--- src/design/gsng_pkg.sv ---
// ----------------------------------------------------------------------------
// gsng_pkg
// shared types and constants of the grid surface normal generator
// ----------------------------------------------------------------------------
package gsng_pkg;

  localparam int SIDE_W   = 6;
  localparam int NQ_W     = 16;
  localparam int ONE_Q14  = 16384;
  localparam int TINY_MAG = 53687;
  localparam logic [61:0] TINY_SQ = 62'd2882303761;

  typedef struct packed {
    logic start;
    logic tiny;
  } norm_req_t;

  typedef struct packed {
    logic busy;
    logic done;
  } norm_rsp_t;

endpackage

--- src/design/gsng_norm.sv ---
// ----------------------------------------------------------------------------
// gsng_norm
// shared vector normalize unit: scale, sum of squares, bitwise square root,
// restoring divide to q1.14, with the near-zero bypass for the averaged normal
// ----------------------------------------------------------------------------
module gsng_norm #(
  parameter int VW = 32
) (
  input  logic                                  clk_i,
  input  logic                                  rst_ni,
  input  gsng_pkg::norm_req_t                   req_i,
  input  logic signed [VW-1:0]                  vec_i [3],
  output gsng_pkg::norm_rsp_t                   rsp_o,
  output logic signed [gsng_pkg::NQ_W-1:0]      res_o [3]
);
  import gsng_pkg::*;

  typedef enum logic [2:0] {
    N_IDLE, N_CHECK, N_SCALE, N_SQ, N_ROOT, N_DINIT, N_DIV
  } state_e;

  state_e            state_q;
  logic [VW-1:0]     m_q [3];
  logic [2:0]        neg_q;
  logic              tiny_q;
  logic              raw_q;
  logic [1:0]        cnt_q;
  logic [61:0]       acc_q;
  logic [61:0]       n_q;
  logic [61:0]       r_q;
  logic [60:0]       b_q;
  logic [45:0]       rem_q [3];
  logic [45:0]       dv_q;
  logic [14:0]       quo_q [3];
  logic [3:0]        dcnt_q;
  logic              done_q;
  logic signed [NQ_W-1:0] res_q [3];

  logic [VW-1:0]     mx;
  logic [29:0]       sq_op;
  logic [59:0]       prod;
  logic [61:0]       acc_d;
  logic [61:0]       rt;
  logic              root_ge;
  logic [2:0]        div_ge;
  logic [14:0]       quo_d [3];
  logic              done_d;

  always_comb begin
    mx = m_q[0];
    if (m_q[1] > mx) mx = m_q[1];
    if (m_q[2] > mx) mx = m_q[2];
  end

  always_comb begin
    case (cnt_q)
      2'd0:    sq_op = m_q[0][29:0];
      2'd1:    sq_op = m_q[1][29:0];
      default: sq_op = m_q[2][29:0];
    endcase
  end

  assign prod    = sq_op * sq_op;
  assign acc_d   = acc_q + 62'(prod);
  assign rt      = r_q + 62'(b_q);
  assign root_ge = (n_q >= rt);

  always_comb begin
    for (int i = 0; i < 3; i++) begin
      div_ge[i] = (rem_q[i] >= dv_q);
      quo_d[i]  = {quo_q[i][13:0], div_ge[i]};
    end
  end

  // result is ready: zero vector, near-zero bypass, or last divide step
  assign done_d = ((state_q == N_CHECK) && (mx == '0)) ||
                  ((state_q == N_SQ) && (cnt_q == 2'd2) && raw_q &&
                   (acc_d <= TINY_SQ)) ||
                  ((state_q == N_DIV) && (dcnt_q == 4'd14));

  always_ff @(posedge clk_i or negedge rst_ni) begin
    if (!rst_ni) begin
      state_q <= N_IDLE;
      done_q  <= 1'b0;
      cnt_q   <= '0;
      dcnt_q  <= '0;
      raw_q   <= 1'b0;
      tiny_q  <= 1'b0;
    end else begin
      done_q <= done_d;
      case (state_q)
        N_IDLE: begin
          if (req_i.start) begin
            for (int i = 0; i < 3; i++) begin
              m_q[i]   <= vec_i[i][VW-1] ? VW'(-vec_i[i]) : VW'(vec_i[i]);
              neg_q[i] <= vec_i[i][VW-1];
            end
            tiny_q  <= req_i.tiny;
            raw_q   <= 1'b0;
            state_q <= N_CHECK;
          end
        end
        N_CHECK: begin
          cnt_q <= '0;
          acc_q <= '0;
          if (mx == '0) begin
            for (int i = 0; i < 3; i++) res_q[i] <= '0;
            state_q <= N_IDLE;
          end else if (tiny_q && (mx <= VW'(TINY_MAG))) begin
            // exact length check on the raw vector first
            raw_q   <= 1'b1;
            state_q <= N_SQ;
          end else begin
            state_q <= N_SCALE;
          end
        end
        N_SCALE: begin
          // coarse steps of eight, fine steps of one, right shifts truncate
          if ((mx >> 38) != '0) begin
            for (int i = 0; i < 3; i++) m_q[i] <= m_q[i] >> 8;
          end else if ((mx >> 30) != '0) begin
            for (int i = 0; i < 3; i++) m_q[i] <= m_q[i] >> 1;
          end else if ((mx >> 21) == '0) begin
            for (int i = 0; i < 3; i++) m_q[i] <= m_q[i] << 8;
          end else if ((mx >> 29) == '0) begin
            for (int i = 0; i < 3; i++) m_q[i] <= m_q[i] << 1;
          end else begin
            raw_q   <= 1'b0;
            cnt_q   <= '0;
            acc_q   <= '0;
            state_q <= N_SQ;
          end
        end
        N_SQ: begin
          acc_q <= acc_d;
          cnt_q <= cnt_q + 2'd1;
          if (cnt_q == 2'd2) begin
            if (raw_q) begin
              if (acc_d <= TINY_SQ) begin
                for (int i = 0; i < 3; i++) begin
                  logic [16:0] tq;
                  logic signed [NQ_W-1:0] ts;
                  tq = (17'(m_q[i][16:0]) + 17'(ONE_Q14)) >> 15;
                  ts = signed'(NQ_W'(tq));
                  res_q[i] <= neg_q[i] ? -ts : ts;
                end
                state_q <= N_IDLE;
              end else begin
                raw_q   <= 1'b0;
                state_q <= N_SCALE;
              end
            end else begin
              n_q     <= acc_d;
              r_q     <= '0;
              b_q     <= 61'(1) << 60;
              state_q <= N_ROOT;
            end
          end
        end
        N_ROOT: begin
          // one result bit per cycle
          if (root_ge) begin
            n_q <= n_q - rt;
            r_q <= (r_q >> 1) + 62'(b_q);
          end else begin
            r_q <= r_q >> 1;
          end
          b_q <= b_q >> 2;
          if (b_q == 61'd1) state_q <= N_DINIT;
        end
        N_DINIT: begin
          for (int i = 0; i < 3; i++) begin
            rem_q[i] <= (46'(m_q[i][29:0]) << 14) + 46'(r_q[31:1]);
            quo_q[i] <= '0;
          end
          dv_q    <= 46'(r_q[31:0]) << 14;
          dcnt_q  <= '0;
          state_q <= N_DIV;
        end
        N_DIV: begin
          for (int i = 0; i < 3; i++) begin
            if (div_ge[i]) rem_q[i] <= rem_q[i] - dv_q;
            quo_q[i] <= quo_d[i];
          end
          dv_q   <= dv_q >> 1;
          dcnt_q <= dcnt_q + 4'd1;
          if (dcnt_q == 4'd14) begin
            for (int i = 0; i < 3; i++) begin
              logic signed [NQ_W-1:0] qs;
              qs = signed'(NQ_W'(quo_d[i]));
              res_q[i] <= neg_q[i] ? -qs : qs;
            end
            state_q <= N_IDLE;
          end
        end
        default: state_q <= N_IDLE;
      endcase
    end
  end

  assign rsp_o.busy = (state_q != N_IDLE);
  assign rsp_o.done = done_q;
  assign res_o      = res_q;

endmodule

--- config.mk ---
export PLATFORM = sky130hd
export DESIGN_NAME = gsng_norm
export DESIGN_NICKNAME = d
export VERILOG_FILES = /design/src/design/gsng_pkg.sv /design/src/design/gsng_norm.sv
export SDC_FILE = /design/constraint.sdc
export NUM_CORES = 2
export LEC_CHECK = 0
export BUFFER_PORTS_ARGS = -buffer_cell sky130_fd_sc_hd__buf_4
export CAP_MARGIN = 20
export CORE_ASPECT_RATIO = 1.2
export CORE_UTILIZATION = 50
export DETAILED_ROUTE_END_ITERATION = 6
export PLACE_DENSITY = 0.76
export SYNTH_ARGS = -nofsm -noshare
export SYNTH_HDL_FRONTEND = slang
export SYNTH_SLANG_ARGS = --single-unit
--- constraint.sdc ---
create_clock -name clk_i -period 24.6 [get_ports clk_i]
set_input_delay 2.46 -clock clk_i [delete_from_list [all_inputs] [get_ports clk_i]]
set_output_delay 2.46 -clock clk_i [all_outputs]
set_load 0.02 [all_outputs]
==> impl.org <==
** Run status
- The flow ran to the end, but the final reports show violations.
- Violations in the final reports :: DRC

** GRT
- Entering global routing, the biggest net connects 100 pins.
- Via count of the first global-routing pass :: 64697
- In the global route stage, overall resource usage came out at 0.326.
- Summed over all layers, the global routing overflow is 0.
- Initial antenna violation count :: 1
- Wire length of the first global-routing pass :: about 380000 microns

** Clocking
- Number of clock sinks :: 602
- In this run the deepest clock path goes through 3 buffers.
- In this run, post-CTS repair resized a total of 0 instances.
- At the later pin of the worst-skew pair, clock insertion delay measures between 700 and 800 ps.
- Once the clock tree was built, the setup fixing pass inserted 0 buffers.
- TritonCTS Buffers :: 73
- Hold buffer count at CTS :: 0
- CTS placed an instance of clkbuf_16 at the clock tree root.
- The clock tree synthesis step divided the H-tree into 3 levels.
- CTS tree :: done
- Clock transition at path regs :: about 60 ps

** Synth
- After synthesis, the mean cell area works out to 9.07 sq um.
- Area of the mapped netlist :: between 70000 and 80000 sq um
- Main flop type after synthesis :: edfxtp_1
- For this run, the register share of the synthesized area comes to 0.239.
- Count of mapped cells out of synthesis :: just over 8000
- Cell variety after synth :: 92
- Synthesis produced a netlist with a net count of roughly 9800.
- Share of synthesized registers carrying an async set or reset :: 0.0199
- Number of warning messages in the yosys log :: 0
- Register bit count reported by yosys :: between 600 and 700
- Of the post-synthesis cell area, the dominant cell type holds 0.235.
- Number of flops mapped to enable cells by yosys :: just under 600
- Ranked by total cell area, the synthesized netlist is headed by edfxtp_1 (23%), fa_1 (20%), ha_1 (11%).
- Summed over all instances, the cell type with the most area after synthesis is edfxtp_1.

** Route
- After detailed routing, the number of vias per cell comes to about 6.1.
- Via count :: around 64000
- For this block, the routed nets add up to around 250000 microns of wire.
- Average detailed-routed wire length per instance :: about 24 microns
- After the first detailed-routing iteration, the DRC count stood at approximately 6200.
- The count of nets left with antenna violations once routing finished came out at 0.
- After detailed routing, the number of remaining DRC violations is 15.
- First-pass DRT Iterations :: 7

** Cells and area
- Final Net Count :: 9824
- Leaving out fill and tap cells, the most frequent cells in the layout are inv_1 (1110), fa_1 (761), nor2_1 (738), nand2_1 (727), ha_1 (642).
- Area growth from synthesis to layout :: 7.91%
- Final cell count without fillers :: approximately 10000
- Of the cells placed in the final design, the portion with a size suffix greater than 1 is 0.0600.
- The layout has ~13000 filler cells.
- The library cell used most frequently in the layout, excluding fill and tap cells, is inv_1.

** Timing
- Setup repair after global routing missed its margin :: no
- Fmax :: 81.0 MHz
- Clock skew after layout :: roughly 43 ps
- Dividing the final minimum period by the clock period gives 0.502.
- Setup violations remaining at the end of the flow were counted as 0.
- Headroom to the max-slew limit came out at 0.229.
- Final Max Tran Viols :: 0
- The routed design could run at a clock period as short as roughly 12000 ps.
- Number of failing hold endpoints at the final stage :: 0
- In the final timing run, aggregate negative setup slack is 0 ps.
- Actual slew at the worst max-slew pin :: ~1200 ps

** Pwr
- IR analysis of the VDD net gives a maximum drop of roughly 0.11 mV.
- Share of total power consumed by net switching :: 0.477
- Portion of total power attributed to sequential cells :: 0.239
- The share of total power dissipated in combinational logic is 0.621.
- Clock power share :: 0.140
- Internal power summed over all cells :: 4.38 mW
- Static leakage power :: 37.3 nW
- In this run the power density over the cells is between 100 and 150 nW/um^2.
- Sw Pwr :: 4.00 mW

** Placement
- Input and output buffers added on the ports amount to 149.
- Once detailed placement completed, the half-perimeter wirelength came to 192000 microns.
- The congestion estimate from routability-driven global placement came to ~1.
- Count of placed standard cells including taps :: between 10000 and 15000

** Run
- The tool flagged a number of max-cap violations equal to 0.

** Die
- The die covers 152000 sq um.
- The floorplan has around 160 rows.
- The floorplan step set the die height to between 400 and 500 microns.
- The initial utilization of the core area, before any placement, comes to 0.505.
- In this run the count of I/O pins placed on the die edge is 150.
- Chip width :: 357 microns
- After floorplanning, the core was sized to cover 149000 sq um.

** Min path
- The worst hold path belongs to the class reg2reg.

** Critical path
- The largest individual stage delay along the critical path comes from the cell clkinv_1.
- At the worst endpoint, the required time is about 25000 ps.
- By instance count, the cell type seen most on the critical path is fa_1.
- On the worst path, the slowest cell contributes a delay of roughly 790 ps.
- At the worst endpoint, the arrival time is around 13000 ps.
- Setup Crit Path Kind :: reg2reg
- CP Capture Type :: register
- STA classifies the critical path startpoint as a register.
- Maximum fanout count along the critical path :: 48
## per-stage QoR
stage / setup slack [ps] / area (sq um) / utilization / power, mW / hold slack (ps)
after floorplan: 11640 / 75400 / - / 5.74 / 467
after global placement: 12010 / 78800 / 0.528 / 7.01 / 489
after detailed placement: 12530 / 78900 / 0.528 / 7.10 / 500
after CTS: 12520 / 81400 / 0.545 / 8.31 / 507
after global routing: 11850 / 81400 / 0.545 / 8.97 / 556
final: 12250 / 81400 / 0.545 / 8.39 / 510
## final timing paths
kind,startpoint,to,slack (ps),depth (start not counted)
worst min register to register,cnt_q[0]$_DFFE_PN0P_,cnt_q[0]$_DFFE_PN0P_,510,1
max in group asynchronous,rst_ni,cnt_q[1]$_DFFE_PN0P_,22350,1
worst min-delay path,cnt_q[0]$_DFFE_PN0P_,cnt_q[0]$_DFFE_PN0P_,510,1
min in group asynchronous,rst_ni,tiny_q$_DFFE_PN0P_,1770,1
worst max register to register,cnt_q[0]$_DFFE_PN0P_,res_o[0]$_DFFE_PP_,12250,34
worst max-delay path,cnt_q[0]$_DFFE_PN0P_,res_o[0]$_DFFE_PP_,12250,34
## state kept, by name, summed over array words and instances (netlist names)
signal / count
rem_q: 138
m_q: 96
acc_q: 62
n_q: 62
r_q: 62
res_o: 48
dv_q: 46
quo_q: 42
b_q: 31
dcnt_q: 4
neg_q: 3
state_q: 3
cnt_q: 2
done_q: 1
raw_q: 1
tiny_q: 1
## cell type report
class	instances	area [sq um]	share of cell area
clock buffers	81	1880	0.0231
repair buffers	275	2080	0.0256
flip-flops and latches	602	18000	0.221
multi-input cells	6246	52100	0.640
well taps	1962	2450	0.0302
clock inverters	53	647	0.00795
inverters	1123	4220	0.0518
diodes	2	5.00	0.0000615
## power by group through the flow
stage,registers [mW],logic (mW),clock network (mW)
after CTS,2.00,5.14,1.18
after detailed placement,2.01,5.09,0
final,2.01,5.21,1.17
after floorplan,1.91,3.83,0
after global routing,2.02,5.73,1.21
after global placement,2.01,5.00,0
## worst max-delay path, delay by kind of cell (launching register included)
family | cells | cell delay, ps
AO/OA/AOI/OAI | 7 | 1620
AND/OR/NAND/NOR | 7 | 2080
flip-flops | 1 | 390
adder cells (fa/ha/maj) | 10 | 4840
XOR/XNOR | 1 | 310
buffers and inverters | 9 | 2670
## synth_stat cells, types with 142 or more instances
| cell type | n |
|---|---|
| mux2i_1 | 142 |
| fa_1 | 761 |
| inv_1 | 1110 |
| ha_1 | 642 |
| edfxtp_1 | 590 |
| clkbuf_1 | 293 |
| nor2_1 | 744 |
| xor2_1 | 275 |
| nand2_1 | 729 |
| a21o_1 | 229 |
| xnor2_1 | 267 |
| o21ai_0 | 475 |
| a21oi_1 | 522 |
## per-layer routing
layer  global-route usage  wire length (microns)  vias to the layer above
met3               0.0563                  20500                      956
met4                0.240                  21200                        2
li1                     -                      -                    28591
met2                0.542                 118000                     3011
met5                    0                     11                        -
met1                0.377                  88700                    31053
## kinds of logic after synthesis
kind of cell,Yosys count,synth area share
simple gates,2230,0.135
compound gates,1920,0.161
buf+inv,1468,0.0733
fa+ha+maj,1403,0.308
flops,602,0.239
xor+xnor,542,0.0629
mux,151,0.0202
Note: power is estimated with default switching activity, not from simulation.
